File: src/sv/stee_pkg.sv
// Shared constants, opcodes and controller/datapath interface types.
// No dependencies.
package stee_pkg;
    localparam int NUM_TABLES = 4;
    localparam int MAX_POINTS = 8;
    localparam int MAX_RES    = 64;
    localparam int TBL_W      = (NUM_TABLES > 1) ? $clog2(NUM_TABLES) : 1;
    localparam int NP_W       = $clog2(MAX_POINTS + 1);
    localparam int PT_DEPTH   = NUM_TABLES * MAX_POINTS;
    localparam int ADDR_W     = (PT_DEPTH > 1) ? $clog2(PT_DEPTH) : 1;
    localparam int EMIT_W     = $clog2(MAX_RES + 1);
    localparam int MS_Q_W     = 23;
    localparam int SUM_W      = 44;
    localparam int RATE_W     = 20;
    localparam int PT_W       = 40;

    // floor(x / 1000) == (x * DIV1000_MUL) >> DIV1000_SH for any 32-bit x.
    localparam logic [28:0] DIV1000_MUL = 29'd274877907;
    localparam int          DIV1000_SH  = 38;

    localparam logic [2:0] OP_TICK     = 3'd0;
    localparam logic [2:0] OP_START    = 3'd1;
    localparam logic [2:0] OP_STOP     = 3'd2;
    localparam logic [2:0] OP_WR_POINT = 3'd3;
    localparam logic [2:0] OP_WR_DESC  = 3'd4;

    localparam logic [RATE_W-1:0] RATE_RESET = 20'd1000;

    typedef struct packed {
        logic load;
        logic exec;
        logic tbl_clr;
        logic tbl_inc;
        logic step;
        logic rd;
        logic fire;
        logic wrap;
        logic stop_tbl;
        logic conv_go;
        logic conv_sel;
        logic cl_lat;
        logic commit;
        logic flush;
    } t_cmd;

    typedef struct packed {
        logic [2:0] op;
        logic       start_ok;
        logic       active;
        logic       delay_nz;
        logic       delay_one;
        logic       np_ok;
        logic       due;
        logic       cycle_end;
        logic       repeating;
        logic       last_tbl;
        logic       conv_done;
    } t_sts;
endpackage

File: src/sv/stee_ctrl.sv
// Controller: sequences item dispatch, the tick walk and the start conversion.
// Depends on stee_pkg.
module stee_ctrl (
    input  logic           i_clk,
    input  logic           i_rst_n,
    input  logic           i_start,
    input  stee_pkg::t_sts i_sts,
    output stee_pkg::t_cmd o_cmd,
    output logic           o_busy
);
    import stee_pkg::*;

    typedef enum logic [3:0] {
        S_IDLE, S_DISP, S_TBL, S_FREQ, S_FCHK, S_FIN, S_NEXT, S_END,
        S_CL, S_CLW, S_DL, S_DLW
    } t_state;

    t_state r_state, n_state;
    logic   r_wrap, n_wrap;

    always_comb begin
        n_state = r_state;
        n_wrap  = r_wrap;
        o_cmd   = '0;
        case (r_state)
            S_IDLE: begin
                if (i_start) begin
                    o_cmd.load = 1'b1;
                    n_state    = S_DISP;
                end
            end
            S_DISP: begin
                if (i_sts.op == OP_TICK) begin
                    o_cmd.tbl_clr = 1'b1;
                    n_state       = S_TBL;
                end else if (i_sts.op == OP_START) begin
                    n_state = i_sts.start_ok ? S_CL : S_IDLE;
                end else begin
                    o_cmd.exec = 1'b1;
                    n_state    = S_IDLE;
                end
            end
            S_TBL: begin
                n_wrap = 1'b0;
                if (!i_sts.active) begin
                    n_state = S_NEXT;
                end else begin
                    o_cmd.step = 1'b1;
                    // Still in the start delay: nothing comes due.
                    n_state = (i_sts.delay_nz && !i_sts.delay_one) ? S_NEXT : S_FREQ;
                end
            end
            S_FREQ: begin
                if (i_sts.np_ok) begin
                    o_cmd.rd = 1'b1;
                    n_state  = S_FCHK;
                end else begin
                    n_state = r_wrap ? S_NEXT : S_FIN;
                end
            end
            S_FCHK: begin
                if (i_sts.due) begin
                    o_cmd.fire = 1'b1;
                    n_state    = S_FREQ;
                end else begin
                    n_state = r_wrap ? S_NEXT : S_FIN;
                end
            end
            S_FIN: begin
                if (i_sts.cycle_end && i_sts.repeating) begin
                    o_cmd.wrap = 1'b1;
                    n_wrap     = 1'b1;
                    n_state    = S_FREQ;
                end else if (i_sts.cycle_end) begin
                    o_cmd.stop_tbl = 1'b1;
                    n_state        = S_NEXT;
                end else begin
                    n_state = S_NEXT;
                end
            end
            S_NEXT: begin
                if (i_sts.last_tbl) begin
                    n_state = S_END;
                end else begin
                    o_cmd.tbl_inc = 1'b1;
                    n_state       = S_TBL;
                end
            end
            S_END: begin
                o_cmd.flush = 1'b1;
                n_state     = S_IDLE;
            end
            S_CL: begin
                o_cmd.conv_go = 1'b1;
                n_state       = S_CLW;
            end
            S_CLW: begin
                if (i_sts.conv_done) begin
                    o_cmd.cl_lat = 1'b1;
                    n_state      = S_DL;
                end
            end
            S_DL: begin
                o_cmd.conv_go  = 1'b1;
                o_cmd.conv_sel = 1'b1;
                n_state        = S_DLW;
            end
            S_DLW: begin
                o_cmd.conv_sel = 1'b1;
                if (i_sts.conv_done) begin
                    o_cmd.commit = 1'b1;
                    n_state      = S_IDLE;
                end
            end
            default: n_state = S_IDLE;
        endcase
    end

    always_ff @(posedge i_clk) begin
        if (!i_rst_n) begin
            r_state <= S_IDLE;
            r_wrap  <= 1'b0;
        end else begin
            r_state <= n_state;
            r_wrap  <= n_wrap;
        end
    end

    assign o_busy = (r_state != S_IDLE);
endmodule

File: config.mk
export PLATFORM = sky130hd
export DESIGN_NAME = stee_ctrl
export DESIGN_NICKNAME = d
export VERILOG_FILES = /design/src/sv/stee_pkg.sv /design/src/sv/stee_ctrl.sv
export SDC_FILE = /design/constraint.sdc
export NUM_CORES = 1
export LEC_CHECK = 0
export ABC_AREA = 1
export BUFFER_PORTS_ARGS = -buffer_cell sky130_fd_sc_hd__buf_2
export CORE_AREA = 2 2 39 41
export CTS_CLUSTER_DIAMETER = 120
export CTS_CLUSTER_SIZE = 20
export DETAILED_ROUTE_END_ITERATION = 6
export DIE_AREA = 0 0 41 43
export PLACE_DENSITY = 0.82
export SLEW_MARGIN = 30
export SYNTH_ARGS = -nofsm -noshare
export SYNTH_HDL_FRONTEND = slang
export SYNTH_SLANG_ARGS = --single-unit
File: constraint.sdc
create_clock -name i_clk -period 2.3 [get_ports i_clk]
set_input_delay 0.115 -clock i_clk [delete_from_list [all_inputs] [get_ports i_clk]]
set_output_delay 0.115 -clock i_clk [all_outputs]
set_load 0.05 [all_outputs]
Yosys cells after proc, flatten, opt, wreduce, memory -nomap -nowiden
Index checks and enable logic that the tools add are counted.

storage, ports and cells
  bits in registers = 5
  logic and storage cells = 69
  bits of input ports = 16
  output and inout port bits = 15

operators by class
  eq/ne operators = 16
  muxes and demuxes = 40
  reductions and logical operators = 11

operators by type and width
  operator            number
  $pmux 4 s11         1
  $mux 4              6
  $mux 1              23
  $eq 4x3->1 const B  4
  $eq 4x4->1 const B  4
  $mux 3              5
  $eq 4x2->1 const B  2
  $mux 2              4
  $ne 2x2->1 const B  4
  $eq 4x1->1 const B  1
  $logic_not 4->1     1
  $reduce_bool 4->1   1
  $reduce_or 2->1     2
  $eq 3x1->1 const B  1
  $logic_not 3->1     1
  $reduce_and 3->1    1
  $logic_and 1x1->1   2
  $pmux 1 s2          1
  $reduce_and 2->1    1
  $reduce_bool 2->1   1
  $logic_not 1->1     1

Logic depth before layout (Yosys ltp)
  depth in word-level cells = 5
  depth in mapped cells = 9

Worst setup path after synthesis
No wires, ideal clock.

  kind = reg-to-output
  from = reg r_state[3]
  to = out o_cmd[2] (netlist bit)
  required time = 2,185 ps
  stages on the path, launching flop included = 5
  buffers on the path = 0
  path slack = 11 ps
  data arrival time = 2,174 ps
  cell sequence = dfxtp_1 inv_1 nor2_1 inv_1 nor4_1

RTL lines
  element                 RTL line          source
  start, declared         stee_ctrl.sv:18   t_state r_state, n_state;
  start signal, assigned  stee_ctrl.sv:124  r_state <= n_state;
  end, declared           stee_ctrl.sv:8    output stee_pkg::t_cmd o_cmd,

==> results.md <==
- 0 — Residual DRC
- 1 — CTS HTree Levels
- 0 — number of failing setup endpoints in the final timing report
- 0.159 — gr usage total
- 0 — number of resized instances in the post-cts repair step
- 0 — mux share of post-synthesis cell area
- 0 — Antenna diodes
- 0.205 — top-area cell type share of the netlist area
- 145 — nets@finish
- 690 — via count
- 94 — synthesized netlist cell count
- 14 — distinct cell type count after synthesis
- 4.79 — via density per instance
- 0 — number of hold-repair buffers added at the cts stage
- 0 — post-synthesis share of cell area spent on full adders, half adders and majority gates
- 0.313 — share of layout cells above drive strength 1
- 40.3% — Area Growth Syn to Fin
- 0 — number of max-cap violations
- 0.933 ns — worst slack at placement
- no — setup repair after global routing missed its margin
- 0.205 — part of the Yosys area used for sequential elements
- 420 nW/um2 — cell area power density
- completed — status
- 1970 um — wire length of the first global-routing pass
- 1330 um — routed wire length
- 0 ns — total negative slack
- 548 — via count of the first global-routing pass
- 0.04 ns — Clock transition at path regs
- sky130_fd_sc_hd__dfxtp_1 (21%), sky130_fd_sc_hd__nand2_1 (18%), sky130_fd_sc_hd__inv_1 (14%) — top post-synthesis cells by area
- 0 — final hold viol count
- sky130_fd_sc_hd__clkbuf_4 — Root Buffer Master
- 144 — Final Non-Filler Cells
- 3 — Num CTS Buffers
- 1.63 ns — final critical delay including setup and external delays
- 0.161 ns — post-route worst hold slack
- 0.824 — Max-Slew Margin vs Limit
- 0.262 ns — pin slew with the least headroom to its limit
- in2reg — Worst Hold Class
- 2.18 ns — CP required
- 5 — flops & latches, synth
- 0.0949 — post-synthesis compound-gate area fraction
- 0.669 ns — smallest setup slack after layout
- built — clock tree from TritonCTS
- 28 — count of routing violations after the opening detailed-route iteration
- 153 — filler instances
- 0 — max-slew violation count
- 1120 um — post-detail-place hpwl
- 5.19 um2 — Syn Area/Cell
- output pin — nature of the critical path endpoint
- 0 — number of antenna violations at the first check in global routing
- 0.709 — Period Utilization, post-route
- 0.407 nW — reported leakage power
- 140 — Placed Cells
- 0.353 — initial cell density of the core
- 684 um2 — area of all placed cells without fillers
- 0.495 — core utilization of the finished layout
- 0 — Remaining Overflow, GRT
- 0.546 — fraction of the mapped netlist area in simple logic gates
- 1380 um2 — Floorplan Core Area
- 613 MHz — highest attainable clock frequency
- 287 uW — Design Power
- 110 — Post-Syn Nets
- 0 — buffers inserted by post-CTS timing repair
- simple AND/OR/NAND/NOR gates — combinational family with the most area after synthesis
- 5 — CTS sink count
- 14 — std cell rows
- 41 um — horizontal die dimension
- flip-flop — Startpoint Class
- 0.00260 ns — final worst clock skew
- 0 — xor-xnor portion of the synthesized cell area
- sky130_fd_sc_hd__dfxtp_1 — cell type contributing the most total cell area after synthesis
- 0.24 ns — clock latency of the later-clocked register in the worst-skew pair
- 0.859 — routability-driven placement congestion ratio
- reg2out — critical setup path kind
- 43 um — DIE HEIGHT
- 30 — PortBufs
- 1.52 ns — Crit path arrival time
- 7 — largest net degree at the start of global routing
- 658 um2 — cell area after placement
- 9.26 um — post-detailed-route wirelength per cell
- 0 — count of warnings emitted by yosys
- 0.297 mV — maximum resistive drop on vdd
- 4 — detailed-routing iteration count for the pre-antenna-repair pass
- 31 — ports placed on the boundary
- 0 — number of nets with antenna violations after detailed routing
- 488 um2 — cell area after technology mapping
- 2 — maximum buffer depth of the clock tree
- 4 — maximum fanout count along the critical path
- 1760 um2 — die area
layer usage:
| layer | up-vias | GRT usage | part of all wire |
|---|---|---|---|
| met3 | 0 | 0.0314 | 0.13 |
| met1 | 283 | 0.190 | 0.41 |
| met2 | 47 | 0.272 | 0.47 |
| li1 | 360 | - | - |
| met5 | - | 0 | 0 |
| met4 | 0 | 0.0400 | 0 |
sequential cells by signal, summed over array words and instances (netlist names):
signal and flops:
r_wrap 1, r_state 4
worst max-delay path, stage by stage (launching register included):
cell and delay [ns]:
sky130_fd_sc_hd__dfxtp_1 0.40, sky130_fd_sc_hd__inv_1 0.08, sky130_fd_sc_hd__nor2_1 0.20, sky130_fd_sc_hd__inv_1 0.13, sky130_fd_sc_hd__nor4_1 0.16, sky130_fd_sc_hd__buf_2 0.30
worst paths after layout:
path	start	end	slack, ns	cells past startpoint
min	i_rst_n	r_state[2]$_SDFFE_PN0P_	0.16	3
max	r_state[3]$_SDFFE_PN0P_	o_cmd[2]	0.67	5
max reg2reg	r_state[0]$_SDFFE_PN0P_	r_state[0]$_SDFFE_PN0P_	1.01	9
min reg2reg	r_wrap$_SDFFE_PN0P_	r_wrap$_SDFFE_PN0P_	0.60	2
cell usage in the layout, fill, tap and decap left out:
cell type and count:
sky130_fd_sc_hd__nor3_1 5, sky130_fd_sc_hd__nor3b_1 1, sky130_fd_sc_hd__dfxtp_1 5, sky130_fd_sc_hd__nand3_1 9, sky130_fd_sc_hd__nor2_2 4, sky130_fd_sc_hd__clkbuf_4 3
sky130_fd_sc_hd__o21ai_0 3, sky130_fd_sc_hd__buf_2 30, sky130_fd_sc_hd__a21oi_1 5, sky130_fd_sc_hd__inv_1 18, sky130_fd_sc_hd__nor2_4 1, sky130_fd_sc_hd__nor4_1 1
sky130_fd_sc_hd__clkbuf_1 1, sky130_fd_sc_hd__nor2_1 15, sky130_fd_sc_hd__o22ai_1 1, sky130_fd_sc_hd__inv_2 2, sky130_fd_sc_hd__nand2_1 24
cells in the mapped netlist:
master and count:
sky130_fd_sc_hd__a21oi_1 5, sky130_fd_sc_hd__dfxtp_1 5, sky130_fd_sc_hd__inv_1 18, sky130_fd_sc_hd__inv_2 2
sky130_fd_sc_hd__nand2_1 24, sky130_fd_sc_hd__nand3_1 9, sky130_fd_sc_hd__nor2_1 15, sky130_fd_sc_hd__nor2_2 4
sky130_fd_sc_hd__nor2_4 1, sky130_fd_sc_hd__nor3_1 5, sky130_fd_sc_hd__nor3b_1 1, sky130_fd_sc_hd__nor4_1 1
sky130_fd_sc_hd__o21ai_0 3, sky130_fd_sc_hd__o22ai_1 1
area by class of cell:
cell class / count / area, um2 / share of cell area
tap: 16 / 20.0 / 0.0293
sequential: 5 / 100 / 0.146
multi-input combinational: 69 / 313 / 0.457
inverter: 20 / 75.1 / 0.110
clock buffer: 4 / 26.3 / 0.0384
timing repair buffer: 30 / 150 / 0.219
kinds of logic (layout without fill, tap and decap cells):
group / count (synthesis) / in the layout
AND/OR/NAND/NOR: 60 / 60
buffers and inverters: 20 / 54
AO/OA/AOI/OAI: 9 / 9
flip-flops: 5 / 5
power by group:
group	internal, mW	total [mW]	switching (mW)
Combinational	0.0274	0.0921	0.0648
Sequential	0.0905	0.0957	0.00523
Clock	0.0654	0.0993	0.0339
Total	0.183	0.287	0.104
Power figures use the tool's default switching activity.
